`src/hw/rtl/force_spike_filter_progress_throttle_unit_assert.svh`:
```
// Assertion macros used by the force spike filter throttle top level.
`ifndef FORCE_SPIKE_FILTER_PROGRESS_THROTTLE_UNIT_ASSERT_SVH
`define FORCE_SPIKE_FILTER_PROGRESS_THROTTLE_UNIT_ASSERT_SVH

// Same-cycle implication, disabled while reset is high.
`define FSPT_ASSERT_IMPLY(name, clk, rst, ante, cons) \
   name: assert property (@(posedge clk) disable iff (rst) (ante) |-> (cons)) \
      else $error("fspt: same-cycle implication violated");

// Next-cycle implication, disabled while reset is high.
`define FSPT_ASSERT_NEXT(name, clk, rst, ante, cons) \
   name: assert property (@(posedge clk) disable iff (rst) (ante) |=> (cons)) \
      else $error("fspt: next-cycle implication violated");

`endif

```
`src/hw/rtl/fspt_pkg.sv`:
```
// Package with types and constants of the force spike filter throttle unit.
`default_nettype none

package fspt_pkg;

   localparam int FORCE_W = 24;
   localparam int SCALE_W = 17;
   localparam int AGE_W   = 16;
   localparam int CSR_IDX_W  = 3;
   localparam int CSR_DATA_W = 24;

   // Item kinds.
   localparam logic [1:0] MODE_SAMPLE = 2'd0;
   localparam logic [1:0] MODE_TICK   = 2'd1;
   localparam logic [1:0] MODE_TOGGLE = 2'd2;

   // Result status codes.
   localparam logic [2:0] STAT_DISABLED  = 3'd0;
   localparam logic [2:0] STAT_INACTIVE  = 3'd1;
   localparam logic [2:0] STAT_STALE     = 3'd2;
   localparam logic [2:0] STAT_HARD_HOLD = 3'd3;
   localparam logic [2:0] STAT_ERR_HOLD  = 3'd4;
   localparam logic [2:0] STAT_THROTTLE  = 3'd5;
   localparam logic [2:0] STAT_TRACKING  = 3'd6;
   localparam logic [2:0] STAT_OTHER     = 3'd7;

   // Register indexes.
   localparam logic [2:0] CSR_AXIS_SELECT   = 3'd0;
   localparam logic [2:0] CSR_ABSOLUTE_MODE = 3'd1;
   localparam logic [2:0] CSR_SPIKE_BAND    = 3'd2;
   localparam logic [2:0] CSR_CONFIRM       = 3'd3;
   localparam logic [2:0] CSR_HARD_LIMIT    = 3'd4;
   localparam logic [2:0] CSR_TARGET_FORCE  = 3'd5;
   localparam logic [2:0] CSR_FULL_SPEED    = 3'd6;
   localparam logic [2:0] CSR_PAUSE_ERROR   = 3'd7;

   localparam logic [SCALE_W-1:0] ONE_Q16   = 17'h10000;
   localparam logic [FORCE_W-1:0] FORCE_MAX = 24'h7FFFFF;
   localparam logic [FORCE_W-1:0] FORCE_MIN = 24'h800000;

   // Quotient bits produced by the restoring divider, one per step.
   localparam int            DIV_STEPS = 17;
   localparam int            DIV_CNT_W = 5;

   typedef enum logic [2:0] {
      CTL_IDLE,
      CTL_PREP,
      CTL_EXEC,
      CTL_MUL,
      CTL_DIV,
      CTL_EMIT
   } fspt_state_type;

   typedef struct packed {
      logic load;
      logic prep;
      logic exec;
      logic mul;
      logic div_step;
      logic emit;
   } fspt_cmd_type;

   typedef struct packed {
      logic need_div;
   } fspt_sts_type;

endpackage

`default_nettype wire

```
`src/hw/rtl/fspt_req_if.sv`:
```
// Input channel interface of the force spike filter throttle unit.
`default_nettype none

interface fspt_req_if;
   logic                 valid;
   logic                 ready;
   logic [1:0]           mode;
   logic signed [23:0]   force_x;
   logic signed [23:0]   force_y;
   logic signed [23:0]   force_z;
   logic                 contact_task;
   logic                 enable_value;

   modport source (
      output valid, mode, force_x, force_y, force_z, contact_task, enable_value,
      input  ready
   );

   modport sink (
      input  valid, mode, force_x, force_y, force_z, contact_task, enable_value,
      output ready
   );
endinterface

`default_nettype wire

```
`src/hw/rtl/fspt_rsp_if.sv`:
```
// Result channel interface of the force spike filter throttle unit.
`default_nettype none

interface fspt_rsp_if;
   logic                 valid;
   logic                 ready;
   logic [16:0]          force_scale;
   logic [2:0]           status;
   logic signed [23:0]   measured_out;
   logic                 hard_stop_out;
   logic                 sample_taken;

   modport source (
      output valid, force_scale, status, measured_out, hard_stop_out, sample_taken,
      input  ready
   );

   modport sink (
      input  valid, force_scale, status, measured_out, hard_stop_out, sample_taken,
      output ready
   );
endinterface

`default_nettype wire

```
`src/hw/rtl/fspt_ctrl.sv`:
```
// Controller state machine that sequences one item through the datapath.
`default_nettype none

module fspt_ctrl (
   input  wire logic                  clock,
   input  wire logic                  reset,
   input  wire logic                  req_valid,
   output logic                       req_ready,
   output logic                       rsp_valid,
   input  wire logic                  rsp_ready,
   input  wire fspt_pkg::fspt_sts_type sts,
   output fspt_pkg::fspt_cmd_type     cmd
);

   fspt_pkg::fspt_state_type state_ff, state_in;
   logic [fspt_pkg::DIV_CNT_W-1:0] div_cnt_ff, div_cnt_in;
   logic                           rsp_valid_ff, rsp_valid_in;
   logic                           out_free;
   logic                           div_last;

   assign out_free = !rsp_valid_ff || rsp_ready;
   assign div_last = (div_cnt_ff == fspt_pkg::DIV_CNT_W'(fspt_pkg::DIV_STEPS - 1));

   always_ff @(posedge clock) begin
      if (reset) begin
         state_ff     <= fspt_pkg::CTL_IDLE;
         div_cnt_ff   <= '0;
         rsp_valid_ff <= 1'b0;
      end else begin
         state_ff     <= state_in;
         div_cnt_ff   <= div_cnt_in;
         rsp_valid_ff <= rsp_valid_in;
      end
   end

   // Next state.
   always_comb begin
      state_in = state_ff;
      case (state_ff)
         fspt_pkg::CTL_IDLE: begin
            if (req_valid) state_in = fspt_pkg::CTL_PREP;
         end
         fspt_pkg::CTL_PREP: begin
            state_in = fspt_pkg::CTL_EXEC;
         end
         fspt_pkg::CTL_EXEC: begin
            state_in = sts.need_div ? fspt_pkg::CTL_MUL : fspt_pkg::CTL_EMIT;
         end
         fspt_pkg::CTL_MUL: begin
            state_in = fspt_pkg::CTL_DIV;
         end
         fspt_pkg::CTL_DIV: begin
            if (div_last) state_in = fspt_pkg::CTL_EMIT;
         end
         fspt_pkg::CTL_EMIT: begin
            if (out_free) state_in = fspt_pkg::CTL_IDLE;
         end
         default: begin
            state_in = fspt_pkg::CTL_IDLE;
         end
      endcase
   end

   // Outputs and commands.
   always_comb begin
      cmd          = '0;
      req_ready    = 1'b0;
      div_cnt_in   = div_cnt_ff;
      rsp_valid_in = rsp_valid_ff && !rsp_ready;
      case (state_ff)
         fspt_pkg::CTL_IDLE: begin
            req_ready = 1'b1;
            cmd.load  = req_valid;
         end
         fspt_pkg::CTL_PREP: begin
            cmd.prep = 1'b1;
         end
         fspt_pkg::CTL_EXEC: begin
            cmd.exec = 1'b1;
         end
         fspt_pkg::CTL_MUL: begin
            cmd.mul    = 1'b1;
            div_cnt_in = '0;
         end
         fspt_pkg::CTL_DIV: begin
            cmd.div_step = 1'b1;
            div_cnt_in   = div_cnt_ff + 1'b1;
         end
         fspt_pkg::CTL_EMIT: begin
            if (out_free) begin
               cmd.emit     = 1'b1;
               rsp_valid_in = 1'b1;
            end
         end
         default: begin
            cmd = '0;
         end
      endcase
   end

   assign rsp_valid = rsp_valid_ff;

endmodule

`default_nettype wire

```
`src/hw/rtl/fspt_datapath.sv`:
```
// Datapath: registers, spike filter, throttle multiply and restoring divider.
`default_nettype none

module fspt_datapath #(
   parameter int STALE_TICKS   = 20,
   parameter int MIN_SCALE_Q16 = 6554
) (
   input  wire logic                    clock,
   input  wire logic                    reset,
   input  wire fspt_pkg::fspt_cmd_type  cmd,
   output fspt_pkg::fspt_sts_type       sts,
   input  wire logic                    csr_we,
   input  wire logic [2:0]              csr_index,
   input  wire logic [23:0]             csr_wdata,
   input  wire logic [1:0]              req_mode,
   input  wire logic signed [23:0]      req_force_x,
   input  wire logic signed [23:0]      req_force_y,
   input  wire logic signed [23:0]      req_force_z,
   input  wire logic                    req_contact_task,
   input  wire logic                    req_enable_value,
   output logic [16:0]                  rsp_force_scale,
   output logic [2:0]                   rsp_status,
   output logic signed [23:0]           rsp_measured_out,
   output logic                         rsp_hard_stop_out,
   output logic                         rsp_sample_taken
);

   localparam int MIN_CLAMPED = (MIN_SCALE_Q16 < 0) ? 0 :
                                ((MIN_SCALE_Q16 > 65536) ? 65536 : MIN_SCALE_Q16);
   localparam logic [16:0] RAMP_SPAN = 17'(65536 - MIN_CLAMPED);
   localparam logic [15:0] STALE_LIMIT = 16'(STALE_TICKS);

   // Configuration registers.
   logic [1:0]          axis_ff;
   logic                absmode_ff;
   logic [22:0]         band_ff;
   logic [7:0]          confirm_ff;
   logic signed [23:0]  hard_ff;
   logic signed [23:0]  target_ff;
   logic [22:0]         fse_ff;
   logic [22:0]         pause_ff;

   // Filter state.
   logic signed [23:0]  measured_ff, measured_in;
   logic                seen_ff, seen_in;
   logic [7:0]          spike_cnt_ff, spike_cnt_in;
   logic                latch_ff, latch_in;
   logic                enabled_ff, enabled_in;
   logic [15:0]         age_ff, age_in;

   // Latched item.
   logic [1:0]          mode_ff;
   logic signed [23:0]  fx_ff, fy_ff, fz_ff;
   logic                contact_ff;
   logic                enval_ff;

   // Prepared operands.
   logic signed [23:0]  raw_ff;
   logic [24:0]         err_ff;
   logic [23:0]         pause_eff_ff;

   // Pending result and divider.
   logic [16:0]         res_scale_ff, res_scale_in;
   logic [2:0]          res_status_ff, res_status_in;
   logic                res_div_ff, res_div_in;
   logic                res_taken_ff, res_taken_in;
   logic [23:0]         mula_ff;
   logic [23:0]         dvs_ff;
   logic [23:0]         rem_ff;
   logic [16:0]         quo_ff;

   // Output register.
   logic [16:0]         out_scale_ff;
   logic [2:0]          out_status_ff;
   logic signed [23:0]  out_measured_ff;
   logic                out_stop_ff;
   logic                out_taken_ff;

   // Preparation stage signals.
   logic signed [23:0]  sel_force;
   logic signed [23:0]  raw_val;
   logic signed [24:0]  err_diff;
   logic [24:0]         err_mag;
   logic [23:0]         fse_plus;
   logic [23:0]         pause_eff;

   // Execute stage signals.
   logic signed [24:0]  jump_diff;
   logic [24:0]         jump_mag;
   logic                outlier;
   logic [7:0]          cnt_inc;
   logic [7:0]          need;
   logic                accept;
   logic [15:0]         age_inc;
   logic                stale;
   logic                e_ge_p;
   logic                e_le_f;
   logic                need_div;

   // Divider step.
   logic [24:0]         div_shift;
   logic                div_ge;
   logic [24:0]         div_sub;
   logic [40:0]         product;

   always_ff @(posedge clock) begin
      if (reset) begin
         axis_ff    <= 2'd2;
         absmode_ff <= 1'b1;
         band_ff    <= 23'd2048;
         confirm_ff <= 8'd3;
         hard_ff    <= 24'sd8960;
         target_ff  <= 24'sd3072;
         fse_ff     <= 23'd512;
         pause_ff   <= 23'd2048;
      end else if (csr_we) begin
         case (csr_index)
            fspt_pkg::CSR_AXIS_SELECT:   axis_ff    <= csr_wdata[1:0];
            fspt_pkg::CSR_ABSOLUTE_MODE: absmode_ff <= csr_wdata[0];
            fspt_pkg::CSR_SPIKE_BAND:    band_ff    <= csr_wdata[22:0];
            fspt_pkg::CSR_CONFIRM:       confirm_ff <= csr_wdata[7:0];
            fspt_pkg::CSR_HARD_LIMIT:    hard_ff    <= $signed(csr_wdata);
            fspt_pkg::CSR_TARGET_FORCE:  target_ff  <= $signed(csr_wdata);
            fspt_pkg::CSR_FULL_SPEED:    fse_ff     <= csr_wdata[22:0];
            fspt_pkg::CSR_PAUSE_ERROR:   pause_ff   <= csr_wdata[22:0];
            default:                     axis_ff    <= axis_ff;
         endcase
      end
   end

   // Preparation: select the axis, fold to magnitude, form the force error.
   always_comb begin
      case (axis_ff)
         2'd0:    sel_force = fx_ff;
         2'd1:    sel_force = fy_ff;
         default: sel_force = fz_ff;
      endcase
      raw_val = sel_force;
      if (absmode_ff && sel_force[23]) begin
         raw_val = (sel_force == $signed(fspt_pkg::FORCE_MIN)) ?
                   $signed(fspt_pkg::FORCE_MAX) : -sel_force;
      end
      err_diff  = 25'(measured_ff) - 25'(target_ff);
      err_mag   = err_diff[24] ? 25'(-err_diff) : 25'(err_diff);
      fse_plus  = {1'b0, fse_ff} + 24'd1;
      pause_eff = ({1'b0, pause_ff} > fse_plus) ? {1'b0, pause_ff} : fse_plus;
   end

   // Execute: spike test and tick classification.
   always_comb begin
      jump_diff = 25'(raw_ff) - 25'(measured_ff);
      jump_mag  = jump_diff[24] ? 25'(-jump_diff) : 25'(jump_diff);
      outlier   = seen_ff && (jump_mag > {2'b00, band_ff});
      cnt_inc   = (spike_cnt_ff == 8'hFF) ? spike_cnt_ff : spike_cnt_ff + 8'd1;
      need      = (confirm_ff == 8'd0) ? 8'd1 : confirm_ff;
      accept    = !outlier || (cnt_inc >= need);
      age_inc   = (age_ff == 16'hFFFF) ? age_ff : age_ff + 16'd1;
      stale     = !seen_ff || (age_inc > STALE_LIMIT);
      e_ge_p    = err_ff >= {1'b0, pause_eff_ff};
      e_le_f    = err_ff <= {2'b00, fse_ff};
      need_div  = (mode_ff == fspt_pkg::MODE_TICK) && enabled_ff && contact_ff &&
                  !stale && !latch_ff && !e_ge_p && !e_le_f;
   end

   assign sts.need_div = need_div;

   always_comb begin
      measured_in   = measured_ff;
      seen_in       = seen_ff;
      spike_cnt_in  = spike_cnt_ff;
      latch_in      = latch_ff;
      enabled_in    = enabled_ff;
      age_in        = age_ff;
      res_scale_in  = '0;
      res_status_in = fspt_pkg::STAT_OTHER;
      res_div_in    = 1'b0;
      res_taken_in  = 1'b0;
      case (mode_ff)
         fspt_pkg::MODE_SAMPLE: begin
            spike_cnt_in = outlier ? cnt_inc : 8'd0;
            if (accept) begin
               measured_in  = raw_ff;
               seen_in      = 1'b1;
               age_in       = '0;
               res_taken_in = 1'b1;
               if (enabled_ff && (raw_ff >= hard_ff)) latch_in = 1'b1;
            end
         end
         fspt_pkg::MODE_TICK: begin
            age_in = age_inc;
            if (!enabled_ff) begin
               res_scale_in  = fspt_pkg::ONE_Q16;
               res_status_in = fspt_pkg::STAT_DISABLED;
            end else if (!contact_ff) begin
               res_scale_in  = fspt_pkg::ONE_Q16;
               res_status_in = fspt_pkg::STAT_INACTIVE;
            end else if (stale) begin
               res_status_in = fspt_pkg::STAT_STALE;
            end else if (latch_ff) begin
               res_status_in = fspt_pkg::STAT_HARD_HOLD;
            end else if (e_ge_p) begin
               res_status_in = fspt_pkg::STAT_ERR_HOLD;
            end else if (e_le_f) begin
               res_scale_in  = fspt_pkg::ONE_Q16;
               res_status_in = fspt_pkg::STAT_TRACKING;
            end else begin
               res_div_in = 1'b1;
            end
         end
         fspt_pkg::MODE_TOGGLE: begin
            enabled_in   = enval_ff;
            latch_in     = 1'b0;
            seen_in      = 1'b0;
            spike_cnt_in = '0;
         end
         default: begin
            res_status_in = fspt_pkg::STAT_OTHER;
         end
      endcase
   end

   always_ff @(posedge clock) begin
      if (reset) begin
         measured_ff  <= '0;
         seen_ff      <= 1'b0;
         spike_cnt_ff <= '0;
         latch_ff     <= 1'b0;
         enabled_ff   <= 1'b0;
         age_ff       <= '0;
      end else if (cmd.exec) begin
         measured_ff  <= measured_in;
         seen_ff      <= seen_in;
         spike_cnt_ff <= spike_cnt_in;
         latch_ff     <= latch_in;
         enabled_ff   <= enabled_in;
         age_ff       <= age_in;
      end
   end

   // The ratio numerator stays below divisor * 2^16, so its upper bits
   // start the remainder and only the low 17 bits need shifting in.
   assign product   = 41'(mula_ff) * 41'(RAMP_SPAN);
   assign div_shift = {rem_ff, quo_ff[16]};
   assign div_ge    = div_shift >= {1'b0, dvs_ff};
   assign div_sub   = div_shift - {1'b0, dvs_ff};

   always_ff @(posedge clock) begin
      if (cmd.load) begin
         mode_ff    <= req_mode;
         fx_ff      <= req_force_x;
         fy_ff      <= req_force_y;
         fz_ff      <= req_force_z;
         contact_ff <= req_contact_task;
         enval_ff   <= req_enable_value;
      end
      if (cmd.prep) begin
         raw_ff       <= raw_val;
         err_ff       <= err_mag;
         pause_eff_ff <= pause_eff;
      end
      if (cmd.exec) begin
         res_scale_ff  <= res_scale_in;
         res_status_ff <= res_status_in;
         res_div_ff    <= res_div_in;
         res_taken_ff  <= res_taken_in;
         mula_ff       <= err_ff[23:0] - {1'b0, fse_ff};
         dvs_ff        <= pause_eff_ff - {1'b0, fse_ff};
      end
      if (cmd.mul) begin
         rem_ff <= product[40:17];
         quo_ff <= product[16:0];
      end else if (cmd.div_step) begin
         rem_ff <= div_ge ? div_sub[23:0] : div_shift[23:0];
         quo_ff <= {quo_ff[15:0], div_ge};
      end
      if (cmd.emit) begin
         out_scale_ff    <= res_div_ff ? (fspt_pkg::ONE_Q16 - quo_ff) : res_scale_ff;
         out_status_ff   <= res_div_ff ?
                            ((quo_ff != '0) ? fspt_pkg::STAT_THROTTLE : fspt_pkg::STAT_TRACKING) :
                            res_status_ff;
         out_measured_ff <= measured_ff;
         out_stop_ff     <= latch_ff;
         out_taken_ff    <= res_taken_ff;
      end
   end

   assign rsp_force_scale   = out_scale_ff;
   assign rsp_status        = out_status_ff;
   assign rsp_measured_out  = out_measured_ff;
   assign rsp_hard_stop_out = out_stop_ff;
   assign rsp_sample_taken  = out_taken_ff;

endmodule

`default_nettype wire

```
`src/hw/rtl/force_spike_filter_progress_throttle_unit.sv`:
```
// Top level of the force spike filter and progress throttle unit.
`default_nettype none
// Usage: items arrive on req_port (valid/ready); each item gives exactly one
// result item on rsp_port. A sample item filters one force axis against the
// spike band, a tick item ages the sample and yields a progress speed scale,
// and a toggle item sets the enable and clears the stop latch and filter.
// Registers are written through csr_we/csr_index/csr_wdata while idle.
// One item is processed at a time. Sample, toggle and untrottled tick items
// pass from acceptance through the prepare, execute and emit states to a
// valid result; a tick on the throttle ramp also passes the multiplier and
// the restoring divider that forms the ramp ratio one quotient bit a step.
// A new item is accepted once the previous one has reached the output
// register, so a stalled receiver holds one finished result while the next
// item is taken in; that next result then waits until the output register
// is free. A synchronous active-high reset returns the filter state and the
// registers to their reset values and empties the output register.
// STALE_TICKS is the tick count after which a sample is stale, and
// MIN_SCALE_Q16 the scale reached just before the pause error.

module force_spike_filter_progress_throttle_unit #(
   parameter int STALE_TICKS   = 20,
   parameter int MIN_SCALE_Q16 = 6554
) (
   input  wire logic         clock,
   input  wire logic         reset,
   fspt_req_if.sink          req_port,
   fspt_rsp_if.source        rsp_port,
   input  wire logic         csr_we,
   input  wire logic [2:0]   csr_index,
   input  wire logic [23:0]  csr_wdata
);

   fspt_pkg::fspt_cmd_type cmd;
   fspt_pkg::fspt_sts_type sts;
   logic                   req_ready;
   logic                   rsp_valid;

   // The controller sequences the item; the datapath holds the filter, register and result state.
   fspt_ctrl u_ctrl (
      .clock     (clock),
      .reset     (reset),
      .req_valid (req_port.valid),
      .req_ready (req_ready),
      .rsp_valid (rsp_valid),
      .rsp_ready (rsp_port.ready),
      .sts       (sts),
      .cmd       (cmd)
   );

   fspt_datapath #(
      .STALE_TICKS   (STALE_TICKS),
      .MIN_SCALE_Q16 (MIN_SCALE_Q16)
   ) u_datapath (
      .clock             (clock),
      .reset             (reset),
      .cmd               (cmd),
      .sts               (sts),
      .csr_we            (csr_we),
      .csr_index         (csr_index),
      .csr_wdata         (csr_wdata),
      .req_mode          (req_port.mode),
      .req_force_x       (req_port.force_x),
      .req_force_y       (req_port.force_y),
      .req_force_z       (req_port.force_z),
      .req_contact_task  (req_port.contact_task),
      .req_enable_value  (req_port.enable_value),
      .rsp_force_scale   (rsp_port.force_scale),
      .rsp_status        (rsp_port.status),
      .rsp_measured_out  (rsp_port.measured_out),
      .rsp_hard_stop_out (rsp_port.hard_stop_out),
      .rsp_sample_taken  (rsp_port.sample_taken)
   );

   assign req_port.ready = req_ready;
   assign rsp_port.valid = rsp_valid;

   `include "force_spike_filter_progress_throttle_unit_assert.svh"

   // Only one item is in flight: an accepted item blocks the input next cycle.
   `FSPT_ASSERT_NEXT(a_one_in_flight, clock, reset, req_port.valid && req_ready, !req_ready)
   // The output register is loaded only when it is empty or being drained.
   `FSPT_ASSERT_IMPLY(a_emit_free, clock, reset, cmd.emit, !rsp_valid || rsp_port.ready)
   // A throttled scale lies strictly between zero and one.
   `FSPT_ASSERT_IMPLY(a_throttle_range, clock, reset, rsp_valid && (rsp_port.status == fspt_pkg::STAT_THROTTLE), (rsp_port.force_scale != 17'd0) && !rsp_port.force_scale[16])
   // A hard hold is reported only with the stop latch set.
   `FSPT_ASSERT_IMPLY(a_hold_latched, clock, reset, rsp_valid && (rsp_port.status == fspt_pkg::STAT_HARD_HOLD), rsp_port.hard_stop_out)

endmodule

`default_nettype wire

```
`src/flat_wrapper.sv`:
```
// flat-port wrapper written by rule: the top's interface ports become plain ports
module force_spike_filter_progress_throttle_unit_flat 
#(
   parameter int STALE_TICKS   = 20,
   parameter int MIN_SCALE_Q16 = 6554
)
  (clock, reset, csr_we, csr_index, csr_wdata, req_port_valid, req_port_mode, req_port_force_x, req_port_force_y, req_port_force_z, req_port_contact_task, req_port_enable_value, req_port_ready, rsp_port_valid, rsp_port_force_scale, rsp_port_status, rsp_port_measured_out, rsp_port_hard_stop_out, rsp_port_sample_taken, rsp_port_ready);
  fspt_req_if req_port_i ();
  fspt_rsp_if rsp_port_i ();
  input  wire logic clock;
  input  wire logic reset;
  input  wire logic csr_we;
  input  wire logic [2:0] csr_index;
  input  wire logic [23:0] csr_wdata;
  input wire logic [$bits(req_port_i.valid)-1:0] req_port_valid;
  input wire logic [$bits(req_port_i.mode)-1:0] req_port_mode;
  input wire logic [$bits(req_port_i.force_x)-1:0] req_port_force_x;
  input wire logic [$bits(req_port_i.force_y)-1:0] req_port_force_y;
  input wire logic [$bits(req_port_i.force_z)-1:0] req_port_force_z;
  input wire logic [$bits(req_port_i.contact_task)-1:0] req_port_contact_task;
  input wire logic [$bits(req_port_i.enable_value)-1:0] req_port_enable_value;
  output wire logic [$bits(req_port_i.ready)-1:0] req_port_ready;
  output wire logic [$bits(rsp_port_i.valid)-1:0] rsp_port_valid;
  output wire logic [$bits(rsp_port_i.force_scale)-1:0] rsp_port_force_scale;
  output wire logic [$bits(rsp_port_i.status)-1:0] rsp_port_status;
  output wire logic [$bits(rsp_port_i.measured_out)-1:0] rsp_port_measured_out;
  output wire logic [$bits(rsp_port_i.hard_stop_out)-1:0] rsp_port_hard_stop_out;
  output wire logic [$bits(rsp_port_i.sample_taken)-1:0] rsp_port_sample_taken;
  input wire logic [$bits(rsp_port_i.ready)-1:0] rsp_port_ready;
  assign req_port_i.valid = req_port_valid;
  assign req_port_i.mode = req_port_mode;
  assign req_port_i.force_x = req_port_force_x;
  assign req_port_i.force_y = req_port_force_y;
  assign req_port_i.force_z = req_port_force_z;
  assign req_port_i.contact_task = req_port_contact_task;
  assign req_port_i.enable_value = req_port_enable_value;
  assign req_port_ready = req_port_i.ready;
  assign rsp_port_valid = rsp_port_i.valid;
  assign rsp_port_force_scale = rsp_port_i.force_scale;
  assign rsp_port_status = rsp_port_i.status;
  assign rsp_port_measured_out = rsp_port_i.measured_out;
  assign rsp_port_hard_stop_out = rsp_port_i.hard_stop_out;
  assign rsp_port_sample_taken = rsp_port_i.sample_taken;
  assign rsp_port_i.ready = rsp_port_ready;
  force_spike_filter_progress_throttle_unit #(.STALE_TICKS(STALE_TICKS), .MIN_SCALE_Q16(MIN_SCALE_Q16)) u_core (.clock(clock), .reset(reset), .req_port(req_port_i), .rsp_port(rsp_port_i), .csr_we(csr_we), .csr_index(csr_index), .csr_wdata(csr_wdata));
endmodule
```
`config.mk`:
```
export PLATFORM = sky130hd
export DESIGN_NAME = force_spike_filter_progress_throttle_unit_flat
export DESIGN_NICKNAME = d
export VERILOG_FILES = /design/src/hw/rtl/fspt_pkg.sv /design/src/hw/rtl/fspt_req_if.sv /design/src/hw/rtl/fspt_rsp_if.sv /design/src/hw/rtl/fspt_ctrl.sv /design/src/hw/rtl/fspt_datapath.sv /design/src/hw/rtl/force_spike_filter_progress_throttle_unit.sv /design/src/flat_wrapper.sv
export VERILOG_INCLUDE_DIRS = /design/src /design/src/hw/rtl
export SDC_FILE = /design/constraint.sdc
export NUM_CORES = 2
export LEC_CHECK = 0
export ABC_AREA = 1
export BUFFER_PORTS_ARGS = -buffer_cell sky130_fd_sc_hd__buf_2
export CORE_MARGIN = 1.5
export CORE_UTILIZATION = 25
export CTS_BUF_LIST = sky130_fd_sc_hd__clkbuf_2 sky130_fd_sc_hd__clkbuf_4 sky130_fd_sc_hd__clkbuf_8
export DETAILED_ROUTE_END_ITERATION = 8
export PLACE_DENSITY = 0.5
export SYNTH_ARGS = -nofsm -noshare
export SYNTH_HDL_FRONTEND = slang
export SYNTH_SLANG_ARGS = --single-unit
export TNS_END_PERCENT = 5
```
`constraint.sdc`:
```
create_clock -name clock -period 9.05 [get_ports clock]
set_input_delay 0.4525 -clock clock [delete_from_list [all_inputs] [get_ports clock]]
set_output_delay 0.4525 -clock clock [all_outputs]
set_load 0.1 [all_outputs]
```
==> impl_metrics.json <==
{
  "status": "completed",
  "synth_cells": 4240,
  "dpl_cell_area_mm2": 0.0386,
  "synth_top_area_share_pct": 24.2,
  "ys_warn_count": 0,
  "globalplace.congestion": 0.880,
  "grt_usage_pct": 14.5,
  "clkSinkCount": 478,
  "hpwl_mm": 84.2,
  "synth_compound_area_share_pct": 13.8,
  "cp-end-kind": "flop",
  "drcViolationCount": 0,
  "post-cts-setup-buffers": 0,
  "die_y_um": 381,
  "fin_area_mm2": 0.0415,
  "antenna_found_initial": 12,
  "muxShareOfSynthArea_pct": 0,
  "crit_fanout": 7,
  "dr.first_iter.drc_count": 1730,
  "row_count": 138,
  "post-route-min-period_ps": 6440,
  "synthDistinctLibCells": 65,
  "rsz0062_at_grt": "false",
  "final_cells": 6480,
  "cts_tree": "yes",
  "io_pins": 156,
  "dp_cells": 6222,
  "synth_seq_area_share_pct": 34.9,
  "layout-area-overhead-vs-synth_pct": 16.2,
  "power_uw": 13300,
  "n_fill_cell": 15300,
  "required_ps": 9580,
  "hold_viol_final": 0,
  "seq_power_share_pct": 20.8,
  "path_clk_slew_ps": 60,
  "worstSetupPathType": "flop to flop",
  "async_flop_share_pct": 0,
  "drt_wl_total_mm": 106,
  "netlist_top_cells_area": "edfxtp_1, ha_1, dfxtp_1, fa_1, inv_1",
  "drv_cap": 0,
  "syn_nets": 4863,
  "drt_pass1_iterations": 5,
  "mostFrequentLayoutCells": "inv_1, nand2_1, a21oi_1, ha_1, nor2_1",
  "synth_top_family_by_area": "adder cells",
  "synth-seq-cells": 478,
  "synth_edf_count": 288,
  "clock_skew_ps": 82.0,
  "max-clock-path-buffers": 3,
  "dieArea_mm2": 0.145,
  "final_nets": 5133,
  "p_clk_share_pct": 17.8,
  "tightestPinTransition_ps": 1100,
  "grt_pass1_wl_mm": 164,
  "viasPerCell": 4.49,
  "h-tree-depth": 3,
  "cts_root_buffer": "clkbuf_8",
  "start_util_pct": 25.2,
  "core-area_mm2": 0.142,
  "port_buffers": 155,
  "ir_drop_uv": 381,
  "finalMaxSlewViolations": 0,
  "p_comb_share_pct": 61.4,
  "switching_power_uw": 6440,
  "hp-class": "input port to flop",
  "die_w_um": 381,
  "arrival_ps": 6970,
  "netlist_area_mm2": 0.0357,
  "yosysTopAreaCell": "edfxtp_1",
  "setup_viol": 0,
  "synth.avg_cell_area_um2": 8.42,
  "ys.flop_type": "edfxtp_1",
  "leakage_uw": 0.0180,
  "post_drt_wl_per_cell_um": 16.3,
  "cts.repair.resized": 0,
  "synth-xor-area-share_pct": 4.37,
  "vias": 29100,
  "post-place-ws_ps": 2570,
  "p_int_uw": 6830,
  "startpoint_type": "flop",
  "synth-simple-area-share_pct": 17.3,
  "final_common_cell": "inv_1",
  "grt_max_degree": 83,
  "drive_above_1_share_pct": 10.6,
  "p_per_area_mw_per_mm2": 320,
  "finalCritPeriodShare_pct": 71.2,
  "power_switching_share_pct": 48.5,
  "overflow": 0,
  "grt_pass1_vias": 29000,
  "clk_latency_ps": 790,
  "relSlewSlack_pct": 26.8,
  "antenna_left": 0,
  "synth-adder-area-share_pct": 21.1,
  "cts-buffers-inserted": 92,
  "finalSetupTns_ps": 0,
  "max_freq_mhz": 155,
  "layout_setup_ws_ps": 2610
}
worst max-delay path, stage by stage, from the launching register on:
cell      delay, ps
edfxtp_1        420
inv_1           140
fa_1            490
inv_1            50
fa_1            490
inv_1            50
fa_1            520
inv_1            70
fa_1            510
fa_1            580
fa_1            430
ha_1            410
nand2_1         170
o21ai_0         320
a21oi_1         120
o211ai_1        450
nand2_1         100
o211ai_1        160
a21boi_0        190
o21ai_0         240
a21oi_1          90
o21ai_0         120
nand2_1          70
sequential cells by signal (all words and copies together), names as in the netlist, 24 cells and up:
| name | count |
|---|---|
| u_core.u_datapath.rsp_measured_out | 24 |
| u_core.u_datapath.fy_ff | 24 |
| u_core.u_datapath.dvs_ff | 24 |
| u_core.u_datapath.hard_ff | 24 |
| u_core.u_datapath.fz_ff | 24 |
| u_core.u_datapath.pause_eff_ff | 24 |
| u_core.u_datapath.err_ff | 25 |
| u_core.u_datapath.measured_ff | 24 |
| u_core.u_datapath.fx_ff | 24 |
| u_core.u_datapath.rem_ff | 24 |
| u_core.u_datapath.raw_ff | 24 |
| u_core.u_datapath.target_ff | 24 |
| u_core.u_datapath.mula_ff | 24 |
cell usage after synthesis, drive strengths merged, types with 2 or more instances:
cell type and instances:
nand2 722, inv 709, a21oi 422, ha 370, nor2 335, edfxtp 288, o21ai 278, nand3 191
dfxtp 190, fa 145, xor2 126, clkbuf 62, nor3 54, xnor2 52, nand4 47, o21bai 34
o22ai 27, o211ai 24, buf 20, nor4 16, nand3b 14, o21a 14, or2 13, a31oi 12
a21boi 10, a21o 10, a211oi 9, o221ai 9, a32o 6, a221oi 5, o22a 5, o31ai 5
and2 3, and3 2, o221a 2
per-stage QoR:
step | utilization [%] | hold slack (ps)
2_1_floorplan | - | 400
3_3_place_gp | 27.3 | 409
3_5_place_dp | 27.3 | 406
4_1_cts | 29.3 | 1.82
5_1_grt | 29.3 | 30.4
6_report | 29.3 | 75.4
power groups by stage:
stage          Combinational (µW)  Sequential [µW]  Clock [µW]
2_1_floorplan                6010             2770           0
3_3_place_gp                 8150             2800           0
3_5_place_dp                 8140             2800           0
4_1_cts                      8230             2760        2440
5_1_grt                      9340             2780        2530
6_report                     8150             2760        2360
kinds of logic after synthesis:
group / Yosys count
adders and majority gates: 515
buffers and inverters: 792
DFF: 478
AOI/OAI and AO/OA: 877
xor gates and xnor gates: 178
and+or+nand+nor: 1400
path summary, 6_finish.rpt:
kind	cells past startpoint	startpoint	slack (ps)	endpoint
worst min register to register	0	u_core.u_datapath.res_taken_ff$_SDFFCE_PP0P_	420	u_core.u_datapath.rsp_sample_taken$_DFFE_PP_
worst max register to register	22	u_core.u_datapath.mula_ff[3]$_DFFE_PP_	2610	u_core.u_datapath.rem_ff[21]$_DFFE_PN_
worst min-delay path	3	csr_wdata[18]	80	u_core.u_datapath.pause_ff[18]$_SDFFE_PP0P_
worst max-delay path	22	u_core.u_datapath.mula_ff[3]$_DFFE_PP_	2610	u_core.u_datapath.rem_ff[21]$_DFFE_PN_
layout make-up:
| type | count | area [µm²] | share of cell area (%) |
|---|---|---|---|
| Multi-Input combinational cell | 2970 | 20200 | 48.8 |
| Inverter | 710 | 2670 | 6.43 |
| Clock inverter | 46 | 384 | 0.926 |
| Sequential cell | 478 | 12500 | 30.0 |
| Tap cell | 1890 | 2360 | 5.70 |
| Antenna cell | 1 | 2.50 | 0.00603 |
| Clock buffer | 127 | 1620 | 3.90 |
| Timing Repair Buffer | 258 | 1760 | 4.24 |
metal layers:
metal	vias to the layer above	share of wire (%)	global-route usage, %
li1	14700	-	-
met1	13600	46	18.7
met2	540	46	24.0
met3	184	4.2	2.19
met4	2	3.9	5.94
met5	-	0.011	0
repair_timing:
item,in CTS,in global routing
hold buffers,84,0
endpoints found under the hold margin,85,0
endpoints found under the setup margin,0,0
Power figures use the tool's default switching activity.
